--- src/sv/dlts_pkg.sv ---
`default_nettype none
package dlts_pkg;

    typedef enum logic [1:0] {
        MODE_TICK     = 2'd0,
        MODE_ADD      = 2'd1,
        MODE_DELETE   = 2'd2,
        MODE_DISPATCH = 2'd3
    } t_mode;

    typedef enum logic [1:0] {
        ST_DONE      = 2'd0,
        ST_FULL      = 2'd1,
        ST_NOT_FOUND = 2'd2,
        ST_NONE_DUE  = 2'd3
    } t_status;

    typedef enum logic [1:0] {
        CELL_HOLD = 2'd0,
        CELL_TICK = 2'd1,
        CELL_INS  = 2'd2,
        CELL_DEL  = 2'd3
    } t_cell_op;

    typedef struct packed {
        logic        valid;
        logic        due;
        logic [15:0] handle;
        logic [31:0] delta;
        logic [31:0] period;
        logic [31:0] id;
    } t_entry;

    // Control broadcast to every cell; the position travels beside it.
    typedef struct packed {
        t_cell_op    op;
        t_entry      new_entry;
        logic        adj_en;
        logic [31:0] adj_delta;
    } t_cell_ctl;

    typedef struct packed {
        logic [1:0]  mode;
        logic [15:0] task_handle;
        logic [31:0] start_delay;
        logic [31:0] repeat_period;
        logic [31:0] target_id;
    } t_item;

    typedef struct packed {
        logic [1:0]  status;
        logic [31:0] result_id;
        logic [15:0] run_handle;
        logic        run_valid;
        logic [31:0] rearm_id;
        logic        head_due;
    } t_result;

endpackage
`default_nettype wire

--- src/sv/dlts_cell.sv ---
`default_nettype none
// One table slot. It keeps its entry, takes one from a neighbor or the new entry, or counts down at the head.
module dlts_cell #(
    parameter int IDX = 0,
    parameter int IW  = 4
) (
    input  wire                      i_clk,
    input  wire                      i_rst_n,
    input  wire dlts_pkg::t_cell_ctl i_ctl,
    input  wire  [IW-1:0]            i_pos,
    input  wire dlts_pkg::t_entry    i_left,
    input  wire dlts_pkg::t_entry    i_right,
    output dlts_pkg::t_entry         o_entry
);

    dlts_pkg::t_entry r_entry;
    dlts_pkg::t_entry n_entry;
    logic [31:0]      w_sum;
    logic [31:0]      w_dec;
    logic [IW:0]      w_pos_next;

    assign w_sum      = i_right.delta + r_entry.delta;
    assign w_dec      = (r_entry.delta == 32'd0) ? 32'd0 : r_entry.delta - 32'd1;
    assign w_pos_next = {1'b0, i_pos} + {{IW{1'b0}}, 1'b1};

    always_comb begin
        n_entry = r_entry;
        case (i_ctl.op)
            dlts_pkg::CELL_TICK: begin
                if (IDX == 0) begin
                    n_entry.delta = w_dec;
                    n_entry.due   = (w_dec == 32'd0);
                end
            end
            dlts_pkg::CELL_INS: begin
                if (IW'(IDX) == i_pos) begin
                    n_entry = i_ctl.new_entry;
                end else if ((IW+1)'(IDX) == w_pos_next) begin
                    n_entry = i_left;
                    if (i_ctl.adj_en) begin
                        n_entry.delta = i_ctl.adj_delta;
                    end
                end else if (IW'(IDX) > i_pos) begin
                    n_entry = i_left;
                end
            end
            dlts_pkg::CELL_DEL: begin
                if (IW'(IDX) >= i_pos) begin
                    n_entry = i_right;
                    if (IW'(IDX) == i_pos && i_right.valid) begin
                        n_entry.delta = w_sum;
                        if (w_sum != 32'd0) begin
                            n_entry.due = 1'b0;
                        end
                    end
                end
            end
            default: begin
                n_entry = r_entry;
            end
        endcase
    end

    always_ff @(posedge i_clk) begin
        if (!i_rst_n) begin
            r_entry <= '0;
        end else begin
            r_entry <= n_entry;
        end
    end

    assign o_entry = r_entry;

endmodule
`default_nettype wire
--- config.mk ---
export PLATFORM = sky130hd
export DESIGN_NAME = dlts_cell
export DESIGN_NICKNAME = d
export VERILOG_FILES = /design/src/sv/dlts_pkg.sv /design/src/sv/dlts_cell.sv
export SDC_FILE = /design/constraint.sdc
export NUM_CORES = 1
export LEC_CHECK = 0
export BUFFER_PORTS_ARGS = -buffer_cell sky130_fd_sc_hd__clkbuf_2
export CORE_AREA = 2 2 195 197
export CTS_CLUSTER_DIAMETER = 60
export CTS_CLUSTER_SIZE = 10
export DETAILED_ROUTE_END_ITERATION = 6
export DIE_AREA = 0 0 197 199
export PLACE_DENSITY = 0.49
export SLEW_MARGIN = 10
export SYNTH_ARGS = -nofsm -noshare
export SYNTH_HDL_FRONTEND = slang
export SYNTH_SLANG_ARGS = --single-unit
--- constraint.sdc ---
create_clock -name i_clk -period 4.1 [get_ports i_clk]
set_clock_uncertainty 0.15 [all_clocks]
set_input_delay 0.82 -clock i_clk [delete_from_list [all_inputs] [get_ports i_clk]]
set_output_delay 0.82 -clock i_clk [all_outputs]
set_load 0.1 [all_outputs]
Yosys cells after proc, flatten, opt, wreduce, memory -nomap -nowiden

Cells that the tools add are included.

Register bits: 114
Input bits: 383
Output and inout port bits: 114
Word-level logic and storage cells: 40

Add/sub/neg operators: 3
$lt $le $gt $ge: 2
Equality and inequality tests: 5
Muxes and demuxes: 14
Reductions and logical operators: 10

Operators with widths:

| kind                                                                            | number |
|---|---|
| 114-bit two-way mux                                                             | 4 |
| 64-bit case mux with 2 select lines                                             | 1 |
| 32-bit two-way mux                                                              | 3 |
| 32-bit case mux with 3 select lines                                             | 1 |
| 32-bit logical NOT                                                              | 2 |
| 32-bit adder                                                                    | 1 |
| 16-bit case mux with 2 select lines                                             | 1 |
| 32-bit nonzero test                                                             | 1 |
| 32-bit by 1-bit subtractor with 32-bit output (second input constant)           | 1 |
| 3-bit AND reduction                                                             | 2 |
| 4-bit by 1-bit adder with 5-bit output (second input constant)                  | 1 |
| 5-bit logical NOT                                                               | 1 |
| 2-bit equality test (second input constant)                                     | 2 |
| 1-bit by 4-bit >= comparator with 1-bit output (first input constant)           | 1 |
| 1-bit by 4-bit greater-than comparator with 1-bit output (first input constant) | 1 |
| 4-bit logical NOT                                                               | 1 |
| 4-bit != test (second input constant)                                           | 1 |
| 1-bit case mux with 3 select lines                                              | 1 |
| 3-bit nonzero test                                                              | 1 |
| 2-bit by 1-bit equality test with 1-bit output (second input constant)          | 1 |
| 1-bit two-way mux                                                               | 2 |
| 2-bit != test (second input constant)                                           | 1 |
| 1-bit case mux with 2 select lines                                              | 1 |
| 2-bit nonzero test                                                              | 1 |
| 1-bit logical AND                                                               | 1 |

Longest topological paths before layout

Depth in word-level cells: 6
Mapped depth: 12
Depth with buffers taken out: 12

Least setup slack after synthesis

No wires, ideal clock.

Path type: register to register
From: register r_entry (netlist bit o_entry[64])
To: register r_entry (netlist bit o_entry[112])
Setup time: 0.087 ns
Arrival time: 3.610 ns
Required time: 3.863 ns
Slack: 0.253 ns
Cell stages (with the launch flop): 13
Path buffers: 0
Clock period less this slack: 3.847 ns
Cells stage by stage: dfxtp_1 > ha_1 > inv_1 > fa_1 > nor2b_1 > o2111ai_1 > and3_1 > o21a_1 > o31ai_1 > nand3_1 > a2111oi_0 > nand4_1 > o31ai_1

Longest elaborated chain between the ends: 6

RTL lines:

| element                              | line            | source |
|---|---|---|
| start, declared                      | dlts_cell.sv:16 | `dlts_pkg::t_entry r_entry;` |
| start signal, assigned               | dlts_cell.sv:68 | `r_entry <= n_entry;` |
| 32-bit adder                         | dlts_cell.sv:22 | `assign w_sum = i_right.delta + r_entry.delta;` |
| 32-bit nonzero test                  | dlts_cell.sv:52 | `if (w_sum != 32'd0) begin` |
| 1-bit two-way mux                    | dlts_cell.sv:52 |  |
| 1-bit two-way mux                    | dlts_cell.sv:50 | `if (IW'(IDX) == i_pos && i_right.valid) begin` |
| 114-bit two-way mux                  | dlts_cell.sv:48 | `if (IW'(IDX) >= i_pos) begin` |
| 1-bit case mux with 3 select lines * | dlts_cell.sv:28 | `case (i_ctl.op)` |

Every way passes the cells marked *; elsewhere a longest branch is shown, timed or not. The select of a mux whose other input is x is not followed.
A chain may end at the register's enable or synchronous reset.

Final worst setup path

From: input i_right[64] in the netlist's numbering
To: register r_entry (netlist bit o_entry[112])

Longest elaborated chain between the ends: 6

RTL lines:

| element                            | line            | source |
|---|---|---|
| start, declared                    | dlts_cell.sv:12 | `input wire dlts_pkg::t_entry i_right,` |
| 32-bit adder                       | dlts_cell.sv:22 |  |
| 32-bit nonzero test                | dlts_cell.sv:52 |  |
| 1-bit two-way mux                  | dlts_cell.sv:52 |  |
| 1-bit two-way mux                  | dlts_cell.sv:50 |  |
| 114-bit two-way mux                | dlts_cell.sv:48 |  |
| 1-bit case mux with 3 select lines | dlts_cell.sv:28 |  |

Every way passes these cells. The select of a mux whose other input is x is not followed.

==> results.tsv <==
metric	value	unit
endpoints failing hold	0	
gr ovfl total	0	
required time of the critical path	4280	ps
DR vias/cell	5.05	
Post-Route WL	36.5	mm
initial antenna violation count	4	
Pleak	5.34	nW
first-pass GRT wire length	53.7	mm
Seq/Total Area, Yosys	26.1	%
# port buffers	349	
clk root buf	clkbuf_16	
placed instance count	1938	
outcome	completed	
footprint of the multi-input gates	0.00604	mm2
overall routing resource usage	17.9	%
FF/Latch Area	0.00228	mm2
Area Overhead vs Synth	35.7	%
Die W	197	um
Reg2Reg Setup Slack	410	ps
number of library cell types mapped by synthesis	85	
reg2reg path depth	12	
Die ar.	0.0392	mm2
ant diodes	0	
die height	199	um
Critical path origin	i_right[64]	
fillers	4058	
Final setup viols	0	
synth cell count leaders	nor2_1, dfxtp_1, a211oi_1, mux2i_1, a21oi_1	
Post-Synthesis Cells	1131	
clock buffer count from CTS	17	
top cell type's share of synthesized area	26.1	%
fraction of registers with async set/reset	0	%
min Tclk post-route	3850	ps
# IOs	497	
Ys Warns	0	
RSZ-0062 raised after global routing	no	
CTS Hold Bufs	0	
drt initial violations	426	
dpl hpwl	28.9	mm
vias in the first global route	9342	
CTS resizes	0	
worst-margin pin slew	1000	ps
Arrival @ worst endpoint	4030	ps
synthesized cell area	0.00876	mm2
Non-Filler Instances	1970	
nets@finish	1899	
Yosys top cell by area	dfxtp_1	
max-slew violations	0	
Critical Path Source Type	primary input	
Pre-antenna DRT Iters	4	
DR WL/cell	18.5	um
Post-Synthesis Net Count	1547	
Worst Slack Setup Final	252	ps
CP endpoint	o_entry[112]	
origin of the critical flop-to-flop path	o_entry[64]	
worst-skew pair later-pin latency	430	ps
Crit. End Element	flop	
clock sink total	114	
maxcap violations	0	
pwr dens	355	mW/mm2
prevailing post-synth register cell	dfxtp_1	
row count	71	
htree depth	4	
CTS tree	done	
postcts setup bufs	0	
final core occ	32.0	%
most frequent cell after synthesis	nor2_1	
Seq cells post-synth	114	
Largest register FFs	114	
Sum Neg Setup Slack	0	ps
Tcrit/Tclk final	93.9	%
worst min-delay path class	reg -> reg	
CP Max Fanout	4	
CTS max path bufs	2	
Slew Limit Headroom	33.2	%
CP Class	in -> reg	
VDD IR max	0.208	mV
pre-CTS setup slack	-120	ps
clk slew on worst S/H paths	70	ps
antenna-violating nets left	0	
Fmax	0.260	GHz
Placeable Area	0.0371	mm2
number of enable flip-flop cells after synthesis	0	
top cells by area, synth	dfxtp_1, mux2i_1, a211oi_1	
vias	9955	
layout cell share with drive strength beyond 1	32.1	%
largest net degree at the start of global routing	123	
Post-Syn Area per Cell	7.75	um2
R2R Path End	o_entry[112]	
Hold Slack	345	ps
GPL Wtd Cong	0.915	
Starting Density	23.6	%
DRC	0	
-- layout make-up --
cell class              instances  area share, %
flip-flops and latches        114           19.2
clock buffers                  17           3.58
multi-input cells             909           50.8
clock inverters                15           1.41
repair buffers                420           19.3
well taps                     474           4.99
inverters                      21          0.663
-- cell families after synthesis --
kind of cell    synth area share [%]
flops                           26.1
fa+ha+maj                       4.80
buf+inv                         5.07
compound gates                  28.3
xor+xnor                        3.10
simple gates                    21.5
mux                             11.2
-- worst min-delay path by stage --
stage	start	end	slack [ps]	depth (start not counted)
after floorplan	o_entry[38]	o_entry[38]	780	2
final	o_entry[31]	o_entry[31]	350	2
after global routing	o_entry[46]	o_entry[46]	370	2
after global placement	o_entry[14]	o_entry[14]	340	2
after CTS	o_entry[50]	o_entry[50]	350	2
after detailed placement	o_entry[50]	o_entry[50]	340	2
-- layer usage --
layer  part of all wire (%)  track usage [%]  wire, um
met2                     48             30.6     17700
met1                     42             22.7     15500
met5                  0.093                0        34
met4                    1.3             4.12       467
met3                    7.9             4.29      2880
-- stage by stage --
stage                     cell area [um2]  power, W
final                               11900   0.00422
after detailed placement            11300   0.00269
after global routing                11900   0.00442
after global placement              11300   0.00268
after floorplan                      8760   0.00222
after CTS                           11900   0.00425
-- cells in the final DEF (no fill, tap or decap), types with 6 or more instances in the layout --
cell type / synthesis / routed
clkbuf_2: 0 / 348
nor2_1: 152 / 151
dfxtp_1: 114 / 114
mux2i_1: 97 / 97
a211oi_1: 97 / 97
a21oi_1: 81 / 81
o21ai_0: 77 / 77
buf_4: 1 / 70
nand2_1: 50 / 50
ha_1: 32 / 32
nor3_1: 28 / 28
xnor2_1: 21 / 21
nand4_1: 19 / 19
inv_1: 18 / 18
nand3_1: 18 / 18
clkbuf_16: 0 / 17
a21o_1: 16 / 16
nor4_1: 13 / 13
a31oi_1: 11 / 11
or3_1: 11 / 11
and3_1: 10 / 10
nor2b_1: 10 / 10
xor2_1: 10 / 10
o211ai_1: 10 / 10
nand2b_1: 9 / 9
o221ai_1: 9 / 9
inv_6: 0 / 8
o21a_1: 7 / 7
a221oi_1: 7 / 7
nor3b_1: 6 / 6
-- critical path: stages --
cell and delay [ps]:
clkbuf_2 100, ha_1 160, inv_1 50, fa_1 430
nor2b_1 210, o2111ai_1 230, and3_1 290, o21ai_1 410
xnor2_1 220, nand4_1 230, nor4_1 360, nand4_1 200
o31ai_1 310
-- power by group --
group	internal [W]	switching (W)	total, W
sequential	0.00115	0.0000390	0.00119
clock	0.000911	0.000630	0.00154
combinational	0.000515	0.000975	0.00149
(Power assumes the default switching activity.)
